<file path="config.mk">
export PLATFORM = sky130hd
export DESIGN_NAME = double_ended_queue_core
export DESIGN_NICKNAME = d
export VERILOG_FILES = /design/src/rtl/deq_pkg.sv /design/src/rtl/deq_seq.sv /design/src/rtl/double_ended_queue_core.sv
export SDC_FILE = /design/constraint.sdc
export NUM_CORES = 1
export LEC_CHECK = 0
export BUFFER_PORTS_ARGS = -buffer_cell sky130_fd_sc_hd__buf_2
export CORE_AREA = 2 2 281 283
export CTS_CLUSTER_DIAMETER = 100
export DETAILED_ROUTE_END_ITERATION = 12
export DIE_AREA = 0 0 283 285
export PLACE_DENSITY = 0.55
export SLEW_MARGIN = 20
export SYNTH_ARGS = -nofsm -noshare
export SYNTH_HDL_FRONTEND = slang
export SYNTH_SLANG_ARGS = --single-unit
</file>
<file path="constraint.sdc">
create_clock -name clk -period 12.7 [get_ports clk]
set_input_delay 2.54 -clock clk [delete_from_list [all_inputs] [get_ports clk]]
set_output_delay 2.54 -clock clk [all_outputs]
set_load 0.02 [all_outputs]
</file>
<file path="src/rtl/deq_pkg.sv">
// Package of the double-ended queue: codes, control types and the microcode table.
// Used by deq_seq, double_ended_queue_core and deq_checker; depends on nothing.
`default_nettype none

package deq_pkg;

	localparam int CAPACITY_DEF = 16;
	localparam int WORD_W       = 32;

	localparam logic [2:0] OP_PUSH_FRONT = 3'd0;
	localparam logic [2:0] OP_PUSH_BACK  = 3'd1;
	localparam logic [2:0] OP_POP_FRONT  = 3'd2;
	localparam logic [2:0] OP_POP_BACK   = 3'd3;
	localparam logic [2:0] OP_DUMP_FWD   = 3'd4;
	localparam logic [2:0] OP_DUMP_BWD   = 3'd5;

	localparam logic [1:0] ST_OK    = 2'd0;
	localparam logic [1:0] ST_EMPTY = 2'd1;
	localparam logic [1:0] ST_FULL  = 2'd2;

	typedef enum logic [3:0] {
		STEP_FETCH,
		STEP_PUSH_FRONT,
		STEP_PUSH_BACK,
		STEP_POP_FRONT,
		STEP_POP_BACK,
		STEP_POP_EMIT,
		STEP_DUMP,
		STEP_DUMP_READ,
		STEP_DUMP_EMIT
	} step_t;

	typedef enum logic [1:0] {CHK_NONE, CHK_FULL, CHK_EMPTY} chk_t;

	typedef enum logic [2:0] {
		ADDR_FRONT,
		ADDR_FRONT_DEC,
		ADDR_BACK,
		ADDR_BACK_LAST,
		ADDR_DUMP
	} asel_t;

	typedef enum logic [1:0] {PTR_HOLD, PTR_INC, PTR_DEC, PTR_CLR} ptr_op_t;

	typedef enum logic [1:0] {EMIT_NONE, EMIT_ZERO, EMIT_MEM} emit_t;

	typedef enum logic {NEXT_GOTO, NEXT_LOOP} nmode_t;

	typedef struct packed {
		chk_t    chk;
		logic    wr;
		logic    rd;
		asel_t   asel;
		ptr_op_t fop;
		ptr_op_t cop;
		ptr_op_t iop;
		emit_t   emit;
		nmode_t  nmode;
		step_t   nxt;
	} uword_t;

	typedef struct packed {
		logic       wr;
		logic       rd;
		asel_t      asel;
		ptr_op_t    fop;
		ptr_op_t    cop;
		ptr_op_t    iop;
		logic       load;
		logic       from_mem;
		logic [1:0] status;
		logic       last;
	} ctrl_t;

	typedef struct packed {
		logic full;
		logic empty;
		logic more;
		logic out_busy;
	} stat_t;

	function automatic step_t entry_step(input logic [2:0] op);
		step_t s;
		unique case (op)
			OP_PUSH_FRONT: s = STEP_PUSH_FRONT;
			OP_PUSH_BACK:  s = STEP_PUSH_BACK;
			OP_POP_FRONT:  s = STEP_POP_FRONT;
			OP_POP_BACK:   s = STEP_POP_BACK;
			OP_DUMP_FWD,
			OP_DUMP_BWD:   s = STEP_DUMP;
			default:       s = STEP_FETCH;
		endcase
		return s;
	endfunction

	function automatic uword_t ucode(input step_t s);
		uword_t w;
		w.chk   = CHK_NONE;
		w.wr    = 1'b0;
		w.rd    = 1'b0;
		w.asel  = ADDR_FRONT;
		w.fop   = PTR_HOLD;
		w.cop   = PTR_HOLD;
		w.iop   = PTR_HOLD;
		w.emit  = EMIT_NONE;
		w.nmode = NEXT_GOTO;
		w.nxt   = STEP_FETCH;
		unique case (s)
			STEP_FETCH: begin
			end
			STEP_PUSH_FRONT: begin
				w.chk  = CHK_FULL;
				w.wr   = 1'b1;
				w.asel = ADDR_FRONT_DEC;
				w.fop  = PTR_DEC;
				w.cop  = PTR_INC;
				w.emit = EMIT_ZERO;
			end
			STEP_PUSH_BACK: begin
				w.chk  = CHK_FULL;
				w.wr   = 1'b1;
				w.asel = ADDR_BACK;
				w.cop  = PTR_INC;
				w.emit = EMIT_ZERO;
			end
			STEP_POP_FRONT: begin
				w.chk  = CHK_EMPTY;
				w.rd   = 1'b1;
				w.asel = ADDR_FRONT;
				w.fop  = PTR_INC;
				w.cop  = PTR_DEC;
				w.nxt  = STEP_POP_EMIT;
			end
			STEP_POP_BACK: begin
				w.chk  = CHK_EMPTY;
				w.rd   = 1'b1;
				w.asel = ADDR_BACK_LAST;
				w.cop  = PTR_DEC;
				w.nxt  = STEP_POP_EMIT;
			end
			STEP_POP_EMIT: begin
				w.emit = EMIT_MEM;
			end
			STEP_DUMP: begin
				w.chk = CHK_EMPTY;
				w.iop = PTR_CLR;
				w.nxt = STEP_DUMP_READ;
			end
			STEP_DUMP_READ: begin
				w.rd   = 1'b1;
				w.asel = ADDR_DUMP;
				w.iop  = PTR_INC;
				w.nxt  = STEP_DUMP_EMIT;
			end
			STEP_DUMP_EMIT: begin
				w.emit  = EMIT_MEM;
				w.nmode = NEXT_LOOP;
				w.nxt   = STEP_DUMP_READ;
			end
			default: begin
			end
		endcase
		return w;
	endfunction

endpackage

`default_nettype wire

</file>
<file path="src/rtl/deq_seq.sv">
// Microcode sequencer of the double-ended queue: step counter, table lookup and dispatch.
// Depends on deq_pkg for the step codes, the microcode table and the control structs.
`default_nettype none

module deq_seq (
	input  wire                  clk,
	input  wire                  arst_n,
	input  wire                  in_valid,
	input  wire [2:0]            operation,
	output logic                 in_ready,
	input  wire deq_pkg::stat_t  stat,
	output deq_pkg::ctrl_t       ctrl
);
	import deq_pkg::*;

	step_t  pc_q;
	step_t  pc_next;
	uword_t cw;
	logic   hit;
	logic   stall;

	assign cw = ucode(pc_q);

	always_comb begin
		hit = ((cw.chk == CHK_FULL) && stat.full) || ((cw.chk == CHK_EMPTY) && stat.empty);
		stall = ((cw.chk != CHK_NONE) || (cw.emit != EMIT_NONE)) && stat.out_busy;
	end

	always_comb begin
		pc_next = pc_q;
		if (pc_q == STEP_FETCH) begin
			if (in_valid) begin
				pc_next = entry_step(operation);
			end
		end else if (!stall) begin
			if (hit) begin
				pc_next = STEP_FETCH;
			end else if ((cw.nmode == NEXT_LOOP) && !stat.more) begin
				pc_next = STEP_FETCH;
			end else begin
				pc_next = cw.nxt;
			end
		end
	end

	always_ff @(posedge clk or negedge arst_n) begin
		if (!arst_n) begin
			pc_q <= STEP_FETCH;
		end else begin
			pc_q <= pc_next;
		end
	end

	always_comb begin
		in_ready      = (pc_q == STEP_FETCH);
		ctrl.wr       = 1'b0;
		ctrl.rd       = 1'b0;
		ctrl.asel     = cw.asel;
		ctrl.fop      = PTR_HOLD;
		ctrl.cop      = PTR_HOLD;
		ctrl.iop      = PTR_HOLD;
		ctrl.load     = 1'b0;
		ctrl.from_mem = 1'b0;
		ctrl.status   = ST_OK;
		ctrl.last     = 1'b1;
		if (!stall) begin
			if (hit) begin
				ctrl.load   = 1'b1;
				ctrl.status = (cw.chk == CHK_FULL) ? ST_FULL : ST_EMPTY;
			end else begin
				ctrl.wr       = cw.wr;
				ctrl.rd       = cw.rd;
				ctrl.fop      = cw.fop;
				ctrl.cop      = cw.cop;
				ctrl.iop      = cw.iop;
				ctrl.load     = (cw.emit != EMIT_NONE);
				ctrl.from_mem = (cw.emit == EMIT_MEM);
				ctrl.last     = (cw.nmode == NEXT_LOOP) ? !stat.more : 1'b1;
			end
		end
	end

endmodule

`default_nettype wire

</file>
<file path="src/rtl/double_ended_queue_core.sv">
// A push is written and its result loaded in its push step; a pop reads the store in its pop step
// and loads the word in the emit step; a dump clears the iterator, then alternates read and emit steps.
// A full or empty refusal loads its status in the first step. An operation is taken only in fetch.
// A result held by out_ready stalls the step that would load the next one.
// Reset clears the step counter, pointers and output valid; the ring store is not cleared.
// Top level: ring store, pointers and output register; depends on deq_pkg and deq_seq.
`default_nettype none

module double_ended_queue_core #(
	parameter int CAPACITY = deq_pkg::CAPACITY_DEF
) (
	input  wire                clk,
	input  wire                arst_n,
	input  wire                in_valid,
	output logic               in_ready,
	input  wire  [2:0]         operation,
	input  wire  signed [31:0] push_value,
	output logic               out_valid,
	input  wire                out_ready,
	output logic signed [31:0] word,
	output logic [1:0]         status,
	output logic               last
);
	import deq_pkg::*;

	localparam int IW = $clog2(CAPACITY);
	localparam int CW = $clog2(CAPACITY + 1);
	localparam int SW = CW + 1;

	ctrl_t ctrl;
	stat_t stat;

	logic [2:0]        op_q;
	logic [WORD_W-1:0] val_q;
	logic [IW-1:0]     front_q;
	logic [CW-1:0]     count_q;
	logic [CW-1:0]     iter_q;
	logic [WORD_W-1:0] rd_data_q;
	logic [WORD_W-1:0] mem [CAPACITY];

	logic              out_valid_q;
	logic [WORD_W-1:0] word_q;
	logic [1:0]        status_q;
	logic              last_q;

	logic [IW-1:0] front_inc;
	logic [IW-1:0] front_dec;
	logic [CW-1:0] off;
	logic [SW-1:0] sum;
	logic [IW-1:0] addr;

	deq_seq u_seq (
		.clk       (clk),
		.arst_n    (arst_n),
		.in_valid  (in_valid),
		.operation (operation),
		.in_ready  (in_ready),
		.stat      (stat),
		.ctrl      (ctrl)
	);

	always_comb begin
		stat.full     = (count_q == CW'(CAPACITY));
		stat.empty    = (count_q == '0);
		stat.more     = (iter_q != count_q);
		stat.out_busy = out_valid_q && !out_ready;
	end

	always_comb begin
		front_inc = (front_q == IW'(CAPACITY - 1)) ? '0 : front_q + IW'(1);
		front_dec = (front_q == '0) ? IW'(CAPACITY - 1) : front_q - IW'(1);
		unique case (ctrl.asel)
			ADDR_BACK:      off = count_q;
			ADDR_BACK_LAST: off = count_q - CW'(1);
			ADDR_DUMP:      off = (op_q == OP_DUMP_BWD) ? (count_q - CW'(1) - iter_q) : iter_q;
			default:        off = '0;
		endcase
		sum = SW'(front_q) + SW'(off);
		if (sum >= SW'(CAPACITY)) begin
			sum = sum - SW'(CAPACITY);
		end
		addr = (ctrl.asel == ADDR_FRONT_DEC) ? front_dec : sum[IW-1:0];
	end

	always_ff @(posedge clk) begin
		if (ctrl.wr) begin
			mem[addr] <= val_q;
		end
		if (ctrl.rd) begin
			rd_data_q <= mem[addr];
		end
	end

	always_ff @(posedge clk) begin
		if (in_valid && in_ready) begin
			op_q  <= operation;
			val_q <= push_value;
		end
		if (ctrl.load) begin
			word_q   <= ctrl.from_mem ? rd_data_q : '0;
			status_q <= ctrl.status;
			last_q   <= ctrl.last;
		end
	end

	always_ff @(posedge clk or negedge arst_n) begin
		if (!arst_n) begin
			front_q     <= '0;
			count_q     <= '0;
			iter_q      <= '0;
			out_valid_q <= 1'b0;
		end else begin
			case (ctrl.fop)
				PTR_INC: front_q <= front_inc;
				PTR_DEC: front_q <= front_dec;
				default: front_q <= front_q;
			endcase
			case (ctrl.cop)
				PTR_INC: count_q <= count_q + CW'(1);
				PTR_DEC: count_q <= count_q - CW'(1);
				default: count_q <= count_q;
			endcase
			case (ctrl.iop)
				PTR_CLR: iter_q <= '0;
				PTR_INC: iter_q <= iter_q + CW'(1);
				default: iter_q <= iter_q;
			endcase
			if (ctrl.load) begin
				out_valid_q <= 1'b1;
			end else if (out_ready) begin
				out_valid_q <= 1'b0;
			end
		end
	end

	assign out_valid = out_valid_q;
	assign word      = signed'(word_q);
	assign status    = status_q;
	assign last      = last_q;

endmodule

`default_nettype wire

</file>
**Word level (Yosys, flattened, before mapping)**

Memories as Yosys holds them, arrays and structs flattened. A register that Yosys moved wholly into a read port is not among the register bits.
Index checks and enable logic that the tools add are counted.

- Word-level logic and storage cells: 123
- Output and inout bits: 37
- Flip-flop bits (word level): 89
- Memories kept: 1
- Bits in writable memories: 512
- Input port bits: 39

Memories:

| memory | depth | width | read ports | clocked after memory_dff | wr ports | line | source |
|---|---|---|---|---|---|---|---|
| mem | 16 | 32 | 1 | 1 | 1 | double_ended_queue_core.sv:39 | `logic [WORD_W-1:0] mem [CAPACITY];` |

- Multiplexer cells: 39
- $lt $le $gt $ge: 1
- Equal/unequal tests: 32
- Reduce and logical (&&, ||, !) cells: 30
- Bitwise operators: 2
- Add/sub/neg operators: 8

Operators with widths:

| operator | number |
|---|---|
| two-way mux 4 bit | 9 |
| case mux 2 bit (2 select lines) | 5 |
| case mux 5 bit (2 select lines) | 2 |
| == test 4 x 3 -> 1 bit, second input constant | 4 |
| case mux 3 bit (5 select lines) | 1 |
| case mux 5 bit (3 select lines) | 1 |
| == test 3 x 2 -> 1 bit, second input constant | 4 |
| == test 3 bit, second input constant | 4 |
| case mux 3 bit (4 select lines) | 1 |
| case mux 4 bit (3 select lines) | 1 |
| nonzero test 2 bit | 6 |
| OR reduction 2 bit | 6 |
| two-way mux 1 bit | 11 |
| two-way mux 11 bit | 1 |
| adder 5 x 1 -> 5 bit, second input constant | 2 |
| == test 2 bit, second input constant | 5 |
| OR reduction 3 bit | 3 |
| == test 2 x 1 -> 1 bit, second input constant | 4 |
| == test 4 x 2 -> 1 bit, second input constant | 2 |
| == test 4 bit, second input constant | 2 |
| zero test 4 bit | 2 |
| two-way mux 2 bit | 4 |
| case mux 4 bit (2 select lines) | 1 |
| subtractor 4 x 1 -> 4 bit, second input constant | 2 |
| 19 further kinds | 29 |

**Depth between registers and ports, before layout**

Gate-level depths: netlist of the first run.

- Depth in word-level cells: 10
- Depth in mapped cells: 18
- Mapped depth without buffers: 15

**By module**

From an unflattened synthesis of the first run, not the netlist that was laid out.

- Cell total of the unflattened synthesis: 1,341
- Area total of the unflattened synthesis: 25,495.7 um^2

Modules (own cells, without submodules):

| module | instances | area an instance (um^2) | seq. area each (um^2) | cells an instance |
|---|---|---|---|---|
| double_ended_queue_core | 1 | 24,843.8 | 18,813.0 | 1,254 |
| deq_seq | 1 | 651.9 | 100.1 | 87 |

**Least setup slack after synthesis of the first run**

No wires, ideal clock.

- Path kind: input to register
- Start: input port out_ready
- End: memory mem[2][0], enable pin
- Slack: 6,421 ps
- Stages: 6
- Data required time: 12,232 ps
- Path buffers: 1
- Data arrival time: 5,812 ps
- Library setup time: 468 ps
- Cell sequence: nor2b_1 and4_1 clkbuf_1 nor4_1 nand2_1 nor3b_1

- Word-level cells in the longest chain between the ends: 6

Ends and longest elaborated chain:

| item | line | source |
|---|---|---|
| from (decl) | double_ended_queue_core.sv:19 | `input wire out_ready,` |
| zero test 1 bit | double_ended_queue_core.sv:66 | `stat.out_busy = out_valid_q && !out_ready;` |
| logical AND 1 bit | double_ended_queue_core.sv:66 |  |
| logical AND 1 bit | deq_seq.sv:26 | `stall = ((cw.chk != CHK_NONE) \|\| (cw.emit != EMIT_NONE)) && stat.out_busy;` |
| two-way mux 2 bit | deq_seq.sv:66 | `if (!stall) begin` |
| two-way mux 1 bit | double_ended_queue_core.sv:86 | `if (ctrl.wr) begin` |
| two-way mux 1 bit (implied by the code) | double_ended_queue_core.sv:87 | `mem[addr] <= val_q;` |
| to (decl) | double_ended_queue_core.sv:39 |  |

Every way passes these cells.

**Worst setup path in the final report of the first run**

- Start: register count_q[0]
- End: memory mem[2][2], enable pin

- Word-level cells in the longest chain between the ends: 8
- Elaborated cells on any way between the ends: 18
- Classes of those cells: 4 x add/sub; 1 x order compare; 1 x eq/ne; 8 x mux; 4 x reduce/logical

Ends and longest elaborated chain:

| item | line | source |
|---|---|---|
| from (decl) | double_ended_queue_core.sv:36 | `logic [CW-1:0] count_q;` |
| from (signal assigned) | double_ended_queue_core.sv:119 | `PTR_INC: count_q <= count_q + CW'(1);` |
| from (signal assigned) | double_ended_queue_core.sv:120 | `PTR_DEC: count_q <= count_q - CW'(1);` |
| from (signal assigned) | double_ended_queue_core.sv:121 | `default: count_q <= count_q;` |
| subtractor 5 x 1 -> 5 bit | double_ended_queue_core.sv:74, double_ended_queue_core.sv:75 |  |
| subtractor 5 bit | double_ended_queue_core.sv:75 | `ADDR_DUMP: off = (op_q == OP_DUMP_BWD) ? (count_q - CW'(1) - iter_q) : iter_q;` |
| two-way mux 5 bit | double_ended_queue_core.sv:75 |  |
| case mux 5 bit (3 select lines) | double_ended_queue_core.sv:72 | `unique case (ctrl.asel)` |
| adder 4 x 5 -> 6 bit | double_ended_queue_core.sv:78 | `sum = SW'(front_q) + SW'(off);` |
| greater-or-equal comparator 6 x 5 -> 1 bit or subtractor 4 x 1 -> 4 bit (tied branches) | double_ended_queue_core.sv:79, double_ended_queue_core.sv:80 |  |
| two-way mux 4 bit | double_ended_queue_core.sv:79 | `if (sum >= SW'(CAPACITY)) begin` |
| two-way mux 4 bit | double_ended_queue_core.sv:82 | `addr = (ctrl.asel == ADDR_FRONT_DEC) ? front_dec : sum[IW-1:0];` |

Parallel ways exist; a longest one is shown, timed or not.

==> impl_summary.md, run 1 <==
Clocking
The CTS tree is built. The number of buffers inserted to repair setup after CTS is 0. The number of buffers on the longest clock path is 3. Gates resized during post-CTS repair numbered 0. The number of CTS-inserted buffers is 73. The hold buffer count at cts is 0. The insertion delay to the later sink of the worst-skew pair is 0.60 ns.

The clock sink total is 633. The master cell of the clock root buffer is sky130_fd_sc_hd__clkbuf_16. The number of H-tree branching levels is 3. After clock tree synthesis, the clock-pin slew on the worst setup and hold paths is 0.05 ns.

Yosys
In the synthesized netlist the async set-or-reset flop fraction comes to 0.03002. The mapped netlist covers 28,390 µm². The synthesized netlist contains 66 unique library cells. The most frequently used cell type in the post-synthesis netlist is sky130_fd_sc_hd__edfxtp_1. A synthesized cell averages 14.09 µm².

The number of flip-flops and latches in the synthesized netlist is 633. The largest area contributor in the netlist is sky130_fd_sc_hd__edfxtp_1. The post-synthesis instance total is 2,015. Yosys attributes the largest share of cell area to sky130_fd_sc_hd__edfxtp_1 (65%), sky130_fd_sc_hd__mux2i_1 (4.7%), sky130_fd_sc_hd__a311o_1 (4.5%), sky130_fd_sc_hd__and4_1 (4.0%), sky130_fd_sc_hd__nand2b_1 (2.9%).

The prevailing post-synth register cell is sky130_fd_sc_hd__edfxtp_1. The number of nets handed over by synthesis was 2,070. The share of the Yosys chip area taken by registers is 0.6661. Yosys mapped a number of flops with a built-in enable equal to 614.

The commonest cells after synthesis are sky130_fd_sc_hd__edfxtp_1 (614), sky130_fd_sc_hd__a21oi_1 (150), sky130_fd_sc_hd__nand2_1 (148). Of the post-synthesis cell area, the dominant cell type holds 0.6493. The Yosys step of the flow raised 0 warnings.

Cells and area
The share of final-layout standard cells stronger than drive strength 1 is 0.1356. Summing all multi-input logic gate instances after layout gives 8860 µm². The number of antenna cells inserted is 0. The number of fill cells is 7,002. The sequential cells in the finished layout cover a total of 18,920 µm². The net count of the finished layout is 2,083. Relative to the synthesized area, the layout overhead comes to 13.37%.

Timing
Setup repair after global routing left no endpoint under its margin. After routing, the total negative slack on setup checks comes to 0 ns. For the finished layout, the period the worst path requires is 5.673 ns.

The number of setup violations in the final report is 0. The number of max-slew violations in the final report is 0. Dividing the final minimum period by the clock period gives 0.4467. Measured against its own limit, the worst slew margin works out to 0.2467. The total count of hold-check failures in the final report came to 0. At the pin with the least slew margin, the transition time is 1.130 ns. The final clock skew is 0.01810 ns. Derived from the worst setup path, the maximum achievable clock frequency is 176.3 MHz.

GRT
For this run, the total global-route usage over all layers was measured as 0.1760. The pin count of the biggest net entering global routing is 271. The overall overflow remaining after global route is 0.

The initial antenna violation count was 0. The via count of the first global-routing pass is 17,560. The global-route wire length before repair is 109,300 µm.

Route
The first routing iteration left 1,373 violations. The number of design rule violations left after detail routing is 0. After detailed routing, the total wire length is 71,860 µm. The first detailed-routing pass ran for 6 iterations. The number of nets with antenna violations after routing is 0. The routed layout has 17,620 vias. Using the TritonRoute via totals, the vias-per-cell ratio works out to 5.628. In the final routed layout, each cell accounts on average for 22.96 µm.

Worst setup path
The critical path is of the flop to flop type. STA classifies the critical path startpoint as a flop. Data on the critical path is required at its endpoint by 12.94 ns. In this run the worst path has a maximum fanout of 48. The critical path goes through inv_1, ha_1, inv_1, fa_1, mux2i_1, o32ai_1, ha_1, a21o_1, a21oi_1, xnor2_1, or4_4, a31oi_4, buf_4, nor3b_2, buf_4. The endpoint type of the worst setup path is a flop. The slowest cell on the critical path is sky130_fd_sc_hd__nor3b_2. For the worst setup path, the data arrival time is 5.91 ns. The worst stage delay on the critical path is 0.85 ns.

Floorplan
The die span in x is 283 µm. After floorplanning, the core was divided into 103 placement rows. The initial cell density of the core is 0.3642.

The core region is 77,970 µm². The I/O pin count is 76. The die area is 80,660 µm². The die is 285 µm tall.

Outcome
The run finished with clean final reports.

Place
The global placer's final weighted congestion is 0.8058. Detailed placement finished with a half-perimeter wire length of 39,180 µm. Input and output buffers added on the ports amount to 75.

Hold path
The class of the worst hold path is flop to flop.

Flow run
The number of maximum-capacitance violations is 0.
-- layout by cell type, fill, tap and decap left out, types with 65 or more instances in the layout --
master                      Yosys  final
sky130_fd_sc_hd__nand2b_1     132    132
sky130_fd_sc_hd__a311o_1      128    128
sky130_fd_sc_hd__mux2i_1      132    132
sky130_fd_sc_hd__o22ai_1       65     65
sky130_fd_sc_hd__buf_2         24     75
sky130_fd_sc_hd__nand2_1      148    147
sky130_fd_sc_hd__a221oi_1      65     65
sky130_fd_sc_hd__and4_1       129    129
sky130_fd_sc_hd__a21oi_1      150    150
sky130_fd_sc_hd__clkbuf_16      0     77
sky130_fd_sc_hd__edfxtp_1     614    614
-- final timing paths --
kind / start / to / slack [ns] / cells after the start
hold / removal: rd_data_q[30] / word[30] / 0.53 / 1
setup reg to reg: count_q[0] / mem[2][2] / 7.03 / 15
max in group asynchronous: arst_n / front_q[0] / 10.46 / 1
hold reg to reg: rd_data_q[30] / word[30] / 0.53 / 1
setup / recovery: count_q[0] / mem[2][2] / 7.03 / 15
min in group asynchronous: arst_n / count_q[3] / 1.89 / 1
-- per-layer routing --
| layer | track usage | share of wire | vias to the layer above | wire length [µm] |
|---|---|---|---|---|
| li1 | - | - | 8057 | - |
| met1 | 0.2356 | 0.44 | 8952 | 31870 |
| met2 | 0.2903 | 0.48 | 499 | 34460 |
| met4 | 0.06064 | 0.024 | 0 | 1748 |
| met3 | 0.02936 | 0.053 | 107 | 3784 |
| met5 | 0 | 0 | - | 0 |
-- metrics by stage --
stage	utilization	instances	setup WS, ns	instance area (µm²)	hold WS [ns]
2_1_floorplan	-	2015	6.421	28390	0.4967
3_3_place_gp	0.3827	3002	7.056	29840	0.5113
3_5_place_dp	0.3827	3002	6.993	29840	0.5163
4_1_cts	0.4124	3129	6.962	32160	0.5311
5_1_grt	0.4129	3130	6.646	32190	0.5479
6_report	0.4129	3130	7.027	32190	0.5254
-- logic make-up after synthesis --
| logic type | after synthesis | synth area share |
|---|---|---|
| muxes | 165 | 0.05962 |
| DFF | 633 | 0.6661 |
| and+or+nand+nor | 538 | 0.1152 |
| adders and majority gates | 16 | 0.007579 |
| buffers and inverters | 192 | 0.02829 |
| xor gates and xnor gates | 21 | 0.006477 |
| AOI/OAI and AO/OA | 450 | 0.1167 |
-- registers in the layout, indices dropped and copies added (netlist names) --
| signal | cells |
|---|---|
| mem | 512 |
| rd_data_q | 32 |
| val_q | 32 |
| word | 32 |
| count_q | 5 |
| iter_q | 5 |
| front_q | 4 |
| u_seq.pc_q | 4 |
| op_q | 3 |
| status | 2 |
| last | 1 |
| out_valid | 1 |
-- cell type report --
cell class,count,area share
Clock buffer,93,0.06172
Sequential cell,633,0.5876
Tap cell,1050,0.04081
Inverter,13,0.001516
Clock inverter,34,0.01022
Timing Repair Buffer,117,0.02285
Multi-Input combinational cell,1190,0.2752
-- critical path, delay by kind of cell (launching register included) --
kind            cells  cell delay [ns]
fa+ha+maj           3             1.14
buf+inv             4             1.36
simple gates        2             1.29
flops               1             0.54
xor+xnor            1             0.11
compound gates      4             0.76
mux                 1             0.06
Power of run 1 is not shown: default switching activity piles up to over one toggle a cycle in this logic, so the estimate is an artifact.
==> run 2, diff against run 1 <==
- clock period: 12.7 -> 5.8 ns (I/O delays scaled with it)
==> impl_summary.md, run 2 (synthesis results as in run 1) <==
Floorplan
From bottom edge to top edge, the die measures 285 µm. The initial cell density of the core is 0.3642. Pin placement for this block handled 76 I/O pins. The die area is 80,660 µm². The core area is 77,970 µm². The total number of placement rows is 103. Measured along the x axis, the die boundary spans 283 µm.

Worst setup path
The launch instance of the worst register-to-register path is count_q[0]. The endpoint type of the worst setup path is a flop. The worst-path maximum fanout is 32. Walking the worst path, the cells encountered are inv_1, ha_1, inv_1, fa_1, mux2i_1, o32ai_1, ha_1, a21o_1, a21oi_1, xnor2_1, or4_4, a31oi_4, buf_4, nor3b_4, buf_4. The setup slack on the worst flop-to-flop path is 1.06 ns.

The worst setup path is launched from a flop. The classification of the worst setup path is flop to flop. The endpoint arrival time on the critical path is 4.97 ns. The critical path required time is 6.03 ns.

The critical register-to-register path endpoint is mem[5][30]. The worst stage delay on the critical path is 0.53 ns. The dominant delay contributor by cell family on the critical path is adder cells. Among all stages on the critical path, the largest delay is contributed by sky130_fd_sc_hd__dfrtp_1.

The critical path buffer and inverter count is 4. The number of cells on the worst reg-to-reg path is 15.

Timing
Setup repair after global routing left no endpoint under its margin. The shortest clock period the worst path allows after layout is 4.741 ns. The summed negative setup slack over all endpoints is 0 ns. The tightest slew margin relative to the limit is 0.2550. Setup violations remaining at the end of the flow were counted as 0.

For the pin with the worst max-slew slack, the measured transition is 1.113 ns. The number of max-slew violations in the final report is 0. The fraction of the cycle the final worst path needs is 0.8174. For this run, the top clock speed supported by timing is 210.9 MHz. The total count of hold-check failures in the final report is 0. Across the routed clock network, the largest skew measured is 0.02313 ns.

The worst hold slack across all endpoints is 0.4940 ns. The slack of the critical path is 1.059 ns.

Cells and area
The largest register by flop count is mem. The library cell used most frequently in the layout, excluding fill and tap cells, is sky130_fd_sc_hd__edfxtp_1. The number of fill cells is 7,076.

The net count of the finished layout is 2,094. The number of flip-flops in the largest register is 512. The share of final-layout standard cells stronger than drive strength 1 is 0.1396. The number of antenna cells inserted is 0. The sequential cells in the finished layout cover a total of 18,920 µm². Summing all multi-input logic gate instances after layout gives 8904 µm². The area growth from synthesis to layout is 13.78%. In the layout the commonest cells are sky130_fd_sc_hd__edfxtp_1 (614), sky130_fd_sc_hd__a21oi_1 (150), sky130_fd_sc_hd__nand2_1 (147).

Route
In the routed design, unresolved DRC markers number 0. The detailed router placed 17,790 vias in this run. The detail-routed via count per cell is 5.663. The first TritonRoute pass finished after 6 iterations. The number of nets with antenna violations after routing is 0. The detailed router's first-iteration violation count is 1,742.

The average wire length per cell after detail routing is 23.31 µm. The wire length reported by the detailed router is 73,210 µm.

Clocking
The number of resized instances in the post-cts repair step is 0. The clock sink total is 633. The master cell of the clock root buffer is sky130_fd_sc_hd__clkbuf_16. For this design, the CTS-stage hold fixing added 0 buffers. The clock slew seen by the registers of the worst setup and hold paths is 0.07 ns. Clock tree synthesis inserted a total of 73 buffers. The insertion delay to the later sink of the worst-skew pair is 0.62 ns. The number of buffers on the longest clock path is 3. Buffers added to address setup during post-CTS repair amount to 0. The H-tree was split into 3 levels. The CTS tree is built.

GRT
The global-route wire length before repair is 110,500 µm. The total routing usage reported by global routing is 0.1780. After global routing the overflow that remains totals 0. The met1 track demand over resource is 0.2452.

The layer with the highest usage is met2. The pin count of the biggest net entering global routing is 253. For this run, global-route usage on met3 was measured as 0.02960. The initial antenna violation count is 0.

In the global route stage, met2 resource usage came out at 0.2898. The via count of the first global-routing pass is 17,630.

Place
At the end of routability-driven placement, the weighted congestion stood at 0.7805. Once detailed placement completed, the half-perimeter wirelength came to 39,730 µm. During placement, the flow inserted port buffers numbering 75. The worst setup slack after placement is 1.068 ns.

Outcome
The flow ran to the end, and the final reports show no timing, DRC or antenna violations.

Flow run
The number of maximum-capacitance violations is 0.

Hold path
The worst hold path belongs to the class input pin to asynchronous set/reset pin.
run 2: cell count changes in the layout (fill, tap and decap cells not counted), moves of 4 or more:
cell / before / now
sky130_fd_sc_hd__buf_12: 2 / 6
sky130_fd_sc_hd__buf_4: 39 / 47
sky130_fd_sc_hd__nor3b_2: 8 / 0
sky130_fd_sc_hd__nor3b_4: 0 / 8
run 2: area by class of cell:
class | count | area share
flip-flops and latches | 633 | 0.5855
clock buffers | 89 | 0.05972
well taps | 1050 | 0.04066
inverters | 13 | 0.001510
multi-input cells | 1190 | 0.2756
repair buffers | 128 | 0.02626
clock inverters | 38 | 0.01073
run 2: worst max-delay path by stage:
stage,startpoint,end,cells after the start,slack (ns)
3_5_place_dp,count_q[0],mem[5][17],15,1.07
3_3_place_gp,count_q[0],mem[5][18],15,1.09
5_1_grt,count_q[0],mem[5][30],15,0.80
2_1_floorplan,count_q[0],mem[12][0],16,0.14
6_report,count_q[0],mem[5][30],15,1.06
4_1_cts,count_q[0],mem[5][30],15,1.04
run 2: metrics by stage:
| step | instances | cell area (µm²) | utilization |
|---|---|---|---|
| after global routing | 3141 | 32310 | 0.4144 |
| after detailed placement | 3014 | 30030 | 0.3852 |
| after CTS | 3141 | 32310 | 0.4144 |
| after floorplan | 2015 | 28430 | - |
| final | 3141 | 32310 | 0.4144 |
| after global placement | 3014 | 30030 | 0.3852 |
run 2: per-layer routing:
layer / routed length [µm] / share of wire
met4: 1497 / 0.020
met3: 3672 / 0.050
met5: 0 / 0
met2: 34560 / 0.47
met1: 33480 / 0.46
Power of run 2 is left out for the same reason.
==> run 3, diff against run 2 <==
- ABC_AREA: not set -> 1
- CORE_AREA: 2 2 281 283 -> 2 2 263 265
- DIE_AREA: 0 0 283 285 -> 0 0 265 267
- clock period: 5.8 -> 4.45 ns (I/O delays scaled with it)
==> impl_summary.md, run 3 <==
Route
The detailed router placed 15,090 vias in this run. The detail-routed via count per cell is 5.055. The number of design rule violations left after detail routing is 0. The first-pass detailed-route iteration total is 6.

The routed design has 61,630 µm of wire. For this block, the initial DRC count from the detailed router was 1,351. The average wire length per cell after detail routing is 20.65 µm. Once detail routing completed, the nets flagged for antenna violations numbered 0.

Yosys
The post-synthesis instance total is 1,911. In the synthesized netlist, the cells that appear most often are sky130_fd_sc_hd__nand2_1 (688), sky130_fd_sc_hd__edfxtp_1 (614), sky130_fd_sc_hd__nand3_1 (114). The largest area contributor in the netlist is sky130_fd_sc_hd__edfxtp_1. The fraction of synthesized cell area in xor and xnor cells is 0.004578. Dividing the synthesized area by the synthesized cell count gives 13.01 µm². Among all flip-flop cells after synthesis, the most frequent one is sky130_fd_sc_hd__edfxtp_1. The synthesized-area fraction occupied by adder cells is 0.008653.

The mux cell area share after synthesis is 0. Counting flops and latches in the post-synthesis netlist gives 633. For this run, the number of Yosys warnings is 0. The share of synthesized area in the top cell type comes to 0.7413. The async set-reset flop share out of synthesis is 0.03002. The simple logic cell fraction of the synthesized area is 0.1624.

The most frequently used cell type in the post-synthesis netlist is sky130_fd_sc_hd__nand2_1. Ranked by total cell area, the synthesized netlist is headed by sky130_fd_sc_hd__edfxtp_1 (74%), sky130_fd_sc_hd__nand2_1 (10%), sky130_fd_sc_hd__nand3_1 (2.3%), sky130_fd_sc_hd__a22oi_1 (2.2%), sky130_fd_sc_hd__dfrtp_1 (1.9%). The number of enable flip-flop cells after synthesis is 614. Of the synthesized area, sequential elements account for 0.7604. The mapped cell area is 24,870 µm².

After synthesis, the largest family of logic cells by area is simple AND/OR/NAND/NOR gates. The compound-cell area share of the yosys netlist was 0.03305. The number of nets handed over by synthesis was 1,966.

The netlist uses 39 different library cells.

Worst setup path
STA classifies the critical path endpoint as a flop. The setup slack on the worst flop-to-flop path is 0.22 ns. The critical path starts at count_q[0]. The worst setup path is launched from a flop. The classification of the worst setup path is flop to flop.

For the worst flop-to-flop path, the logic depth is 21. The startpoint identified for the worst register-to-register timing path is count_q[0]. In this run the worst path has a maximum fanout of 16. Data arrives at the worst endpoint at 4.53 ns.

The critical register-to-register path endpoint is mem[12][29]. At the worst endpoint, the required time is 4.75 ns.

Timing
The final clock skew is 0.02096 ns. The total count of hold-check failures in the final report is 0. The number of max-slew violations in the final report is 0.

For the finished layout, the period the worst path requires is 4.234 ns. Headroom to the max-slew limit came out at 0.3030. Static timing analysis puts the maximum clock frequency at 236.2 MHz.

Setup repair after global routing could not meet its margin everywhere. The fraction of the cycle the final worst path needs is 0.9514. The number of setup violations in the final report is 0.

For the pin with the worst max-slew slack, the measured transition is 1.046 ns.

Floorplan
76 I/O pins were placed. The die area is 70,760 µm². The region available for standard cell placement spans 67,990 µm². From left edge to right edge, the die measures 265 µm. The total number of placement rows is 96.

For this configuration, the core starts out at a cell density of 0.3658. The vertical extent of the die is 267 µm.

GRT
The via count of the first global-routing pass came to 15,580. After global routing the overflow that remains totals 0. The pin count of the biggest net entering global routing is 81.

The initial antenna violation count is 0. For this run, the total global-route usage over all layers was measured as 0.1755. The global-route wire length before repair is 94,060 µm.

Clocking
Clock-pin slew was measured on the worst setup and hold paths at 0.06 ns. The clock net in this run drives a total of 633 sinks. In this run, post-CTS hold repair placed 0 buffers. The insertion delay to the later sink of the worst-skew pair is 0.62 ns. TritonCTS built the clock tree. The tree is rooted in a sky130_fd_sc_hd__clkbuf_16. In this run the deepest clock path goes through 3 buffers.

The number of CTS-inserted buffers is 71. The number of H-tree branching levels is 3.

Cells and area
Relative to the synthesized area, the layout overhead comes to 17.33%. The most common cell after layout, fill and taps aside is sky130_fd_sc_hd__nand2_1. In the final layout, the share of cells above drive strength 1 is 0.1384.

In the layout the commonest cells are sky130_fd_sc_hd__nand2_1 (684), sky130_fd_sc_hd__edfxtp_1 (614), sky130_fd_sc_hd__nand3_1 (114). The fraction of the core area covered by cells at the end of the flow is 0.4292. Fill cells in the final layout number 6,184.

The largest register by flop count is mem. The register cell area after layout is 18,910 µm². The register with the most flip-flops in the layout has 512 of them. The net count of the finished layout is 2,102. The multi-input logic area is 5355 µm². The number of antenna diodes in the final layout is 0.

Flow run
The tool flagged a number of max-cap violations equal to 0.

Place
The number of input and output port buffers inserted is 75. Detailed placement finished with a half-perimeter wire length of 34,980 µm. The global placer's final weighted congestion is 0.7922.

Hold path
The class of the worst hold path is input pin to asynchronous set/reset pin.

Outcome
The flow ran to the end, and the final reports show no timing, DRC or antenna violations.
## run 3: changes by cell type after synthesis, moves of 104 or more
cell / before / now
sky130_fd_sc_hd__and4_1: 129 / 0
sky130_fd_sc_hd__nand2b_1: 132 / 0
sky130_fd_sc_hd__nand3_1: 10 / 114
sky130_fd_sc_hd__nand2_1: 148 / 688
sky130_fd_sc_hd__clkbuf_1: 142 / 14
sky130_fd_sc_hd__a21oi_1: 150 / 9
sky130_fd_sc_hd__a311o_1: 128 / 0
sky130_fd_sc_hd__mux2i_1: 132 / 0
## run 3: cells by family (layout without fill, tap and decap cells)
| family | count (synthesis) | after routing |
|---|---|---|
| simple gates | 971 | 971 |
| flops | 633 | 633 |
| buf+inv | 160 | 352 |
| compound gates | 118 | 118 |
| fa+ha+maj | 16 | 16 |
| xor+xnor | 13 | 13 |
## run 3: critical path: stages, from the launching register on
cell,delay (ns)
sky130_fd_sc_hd__dfrtp_1,0.42
sky130_fd_sc_hd__inv_1,0.09
sky130_fd_sc_hd__ha_1,0.23
sky130_fd_sc_hd__xnor2_1,0.21
sky130_fd_sc_hd__inv_1,0.09
sky130_fd_sc_hd__ha_1,0.34
sky130_fd_sc_hd__xnor2_1,0.16
sky130_fd_sc_hd__a21oi_1,0.08
sky130_fd_sc_hd__o21ai_0,0.12
sky130_fd_sc_hd__o221ai_1,0.16
sky130_fd_sc_hd__ha_1,0.34
sky130_fd_sc_hd__a21oi_1,0.14
sky130_fd_sc_hd__nand2_1,0.08
sky130_fd_sc_hd__xor2_1,0.15
sky130_fd_sc_hd__inv_1,0.06
sky130_fd_sc_hd__nand3_1,0.08
sky130_fd_sc_hd__nand3_2,0.19
sky130_fd_sc_hd__buf_4,0.25
sky130_fd_sc_hd__nand3_1,0.15
sky130_fd_sc_hd__buf_4,0.20
sky130_fd_sc_hd__nor2_4,0.09
sky130_fd_sc_hd__buf_4,0.28
## run 3: layout make-up
class | instances | share of cell area
clock inverters | 37 | 0.01252
well taps | 882 | 0.03782
multi-input cells | 1118 | 0.1835
clock buffers | 92 | 0.06504
inverters | 74 | 0.009518
flip-flops and latches | 633 | 0.6481
repair buffers | 149 | 0.04348
## run 3: repair_timing
action	CTS	global route
endpoints found under the setup margin	0	265
resized for setup	0	6
setup buffers	0	15
## run 3: metrics by stage
step	setup TNS (ns)	cell area, µm²	std cells	hold WS [ns]	worst slack (ns)
final	0	29180	2985	0.2210	0.2164
after global routing	-1.170	29180	2985	0.2411	-0.04753
after CTS	0	28990	2968	0.2032	0.1014
after detailed placement	0	26720	2839	0.5011	0.1460
after global placement	0	26720	2839	0.4942	0.1020
after floorplan	-106.42	24890	1911	0.4636	-0.4230
## run 3: worst max-delay path by stage
stage,endpoint,slack [ns],depth (start not counted)
after floorplan,mem[10][0],-0.42,15
after global placement,mem[5][7],0.10,20
after detailed placement,mem[5][7],0.15,20
after CTS,mem[5][6],0.10,20
after global routing,mem[12][12],-0.05,21
final,mem[12][29],0.22,21
## run 3: metal layers
layer  vias up  part of all wire  GRT usage
li1       7040                 -          -
met1      7527              0.45     0.2377
met2       433              0.47     0.2927
met3        88             0.056    0.02906
met4         0             0.023    0.04917
met5         -                 0          0
Power of run 3 is left out for the same reason.
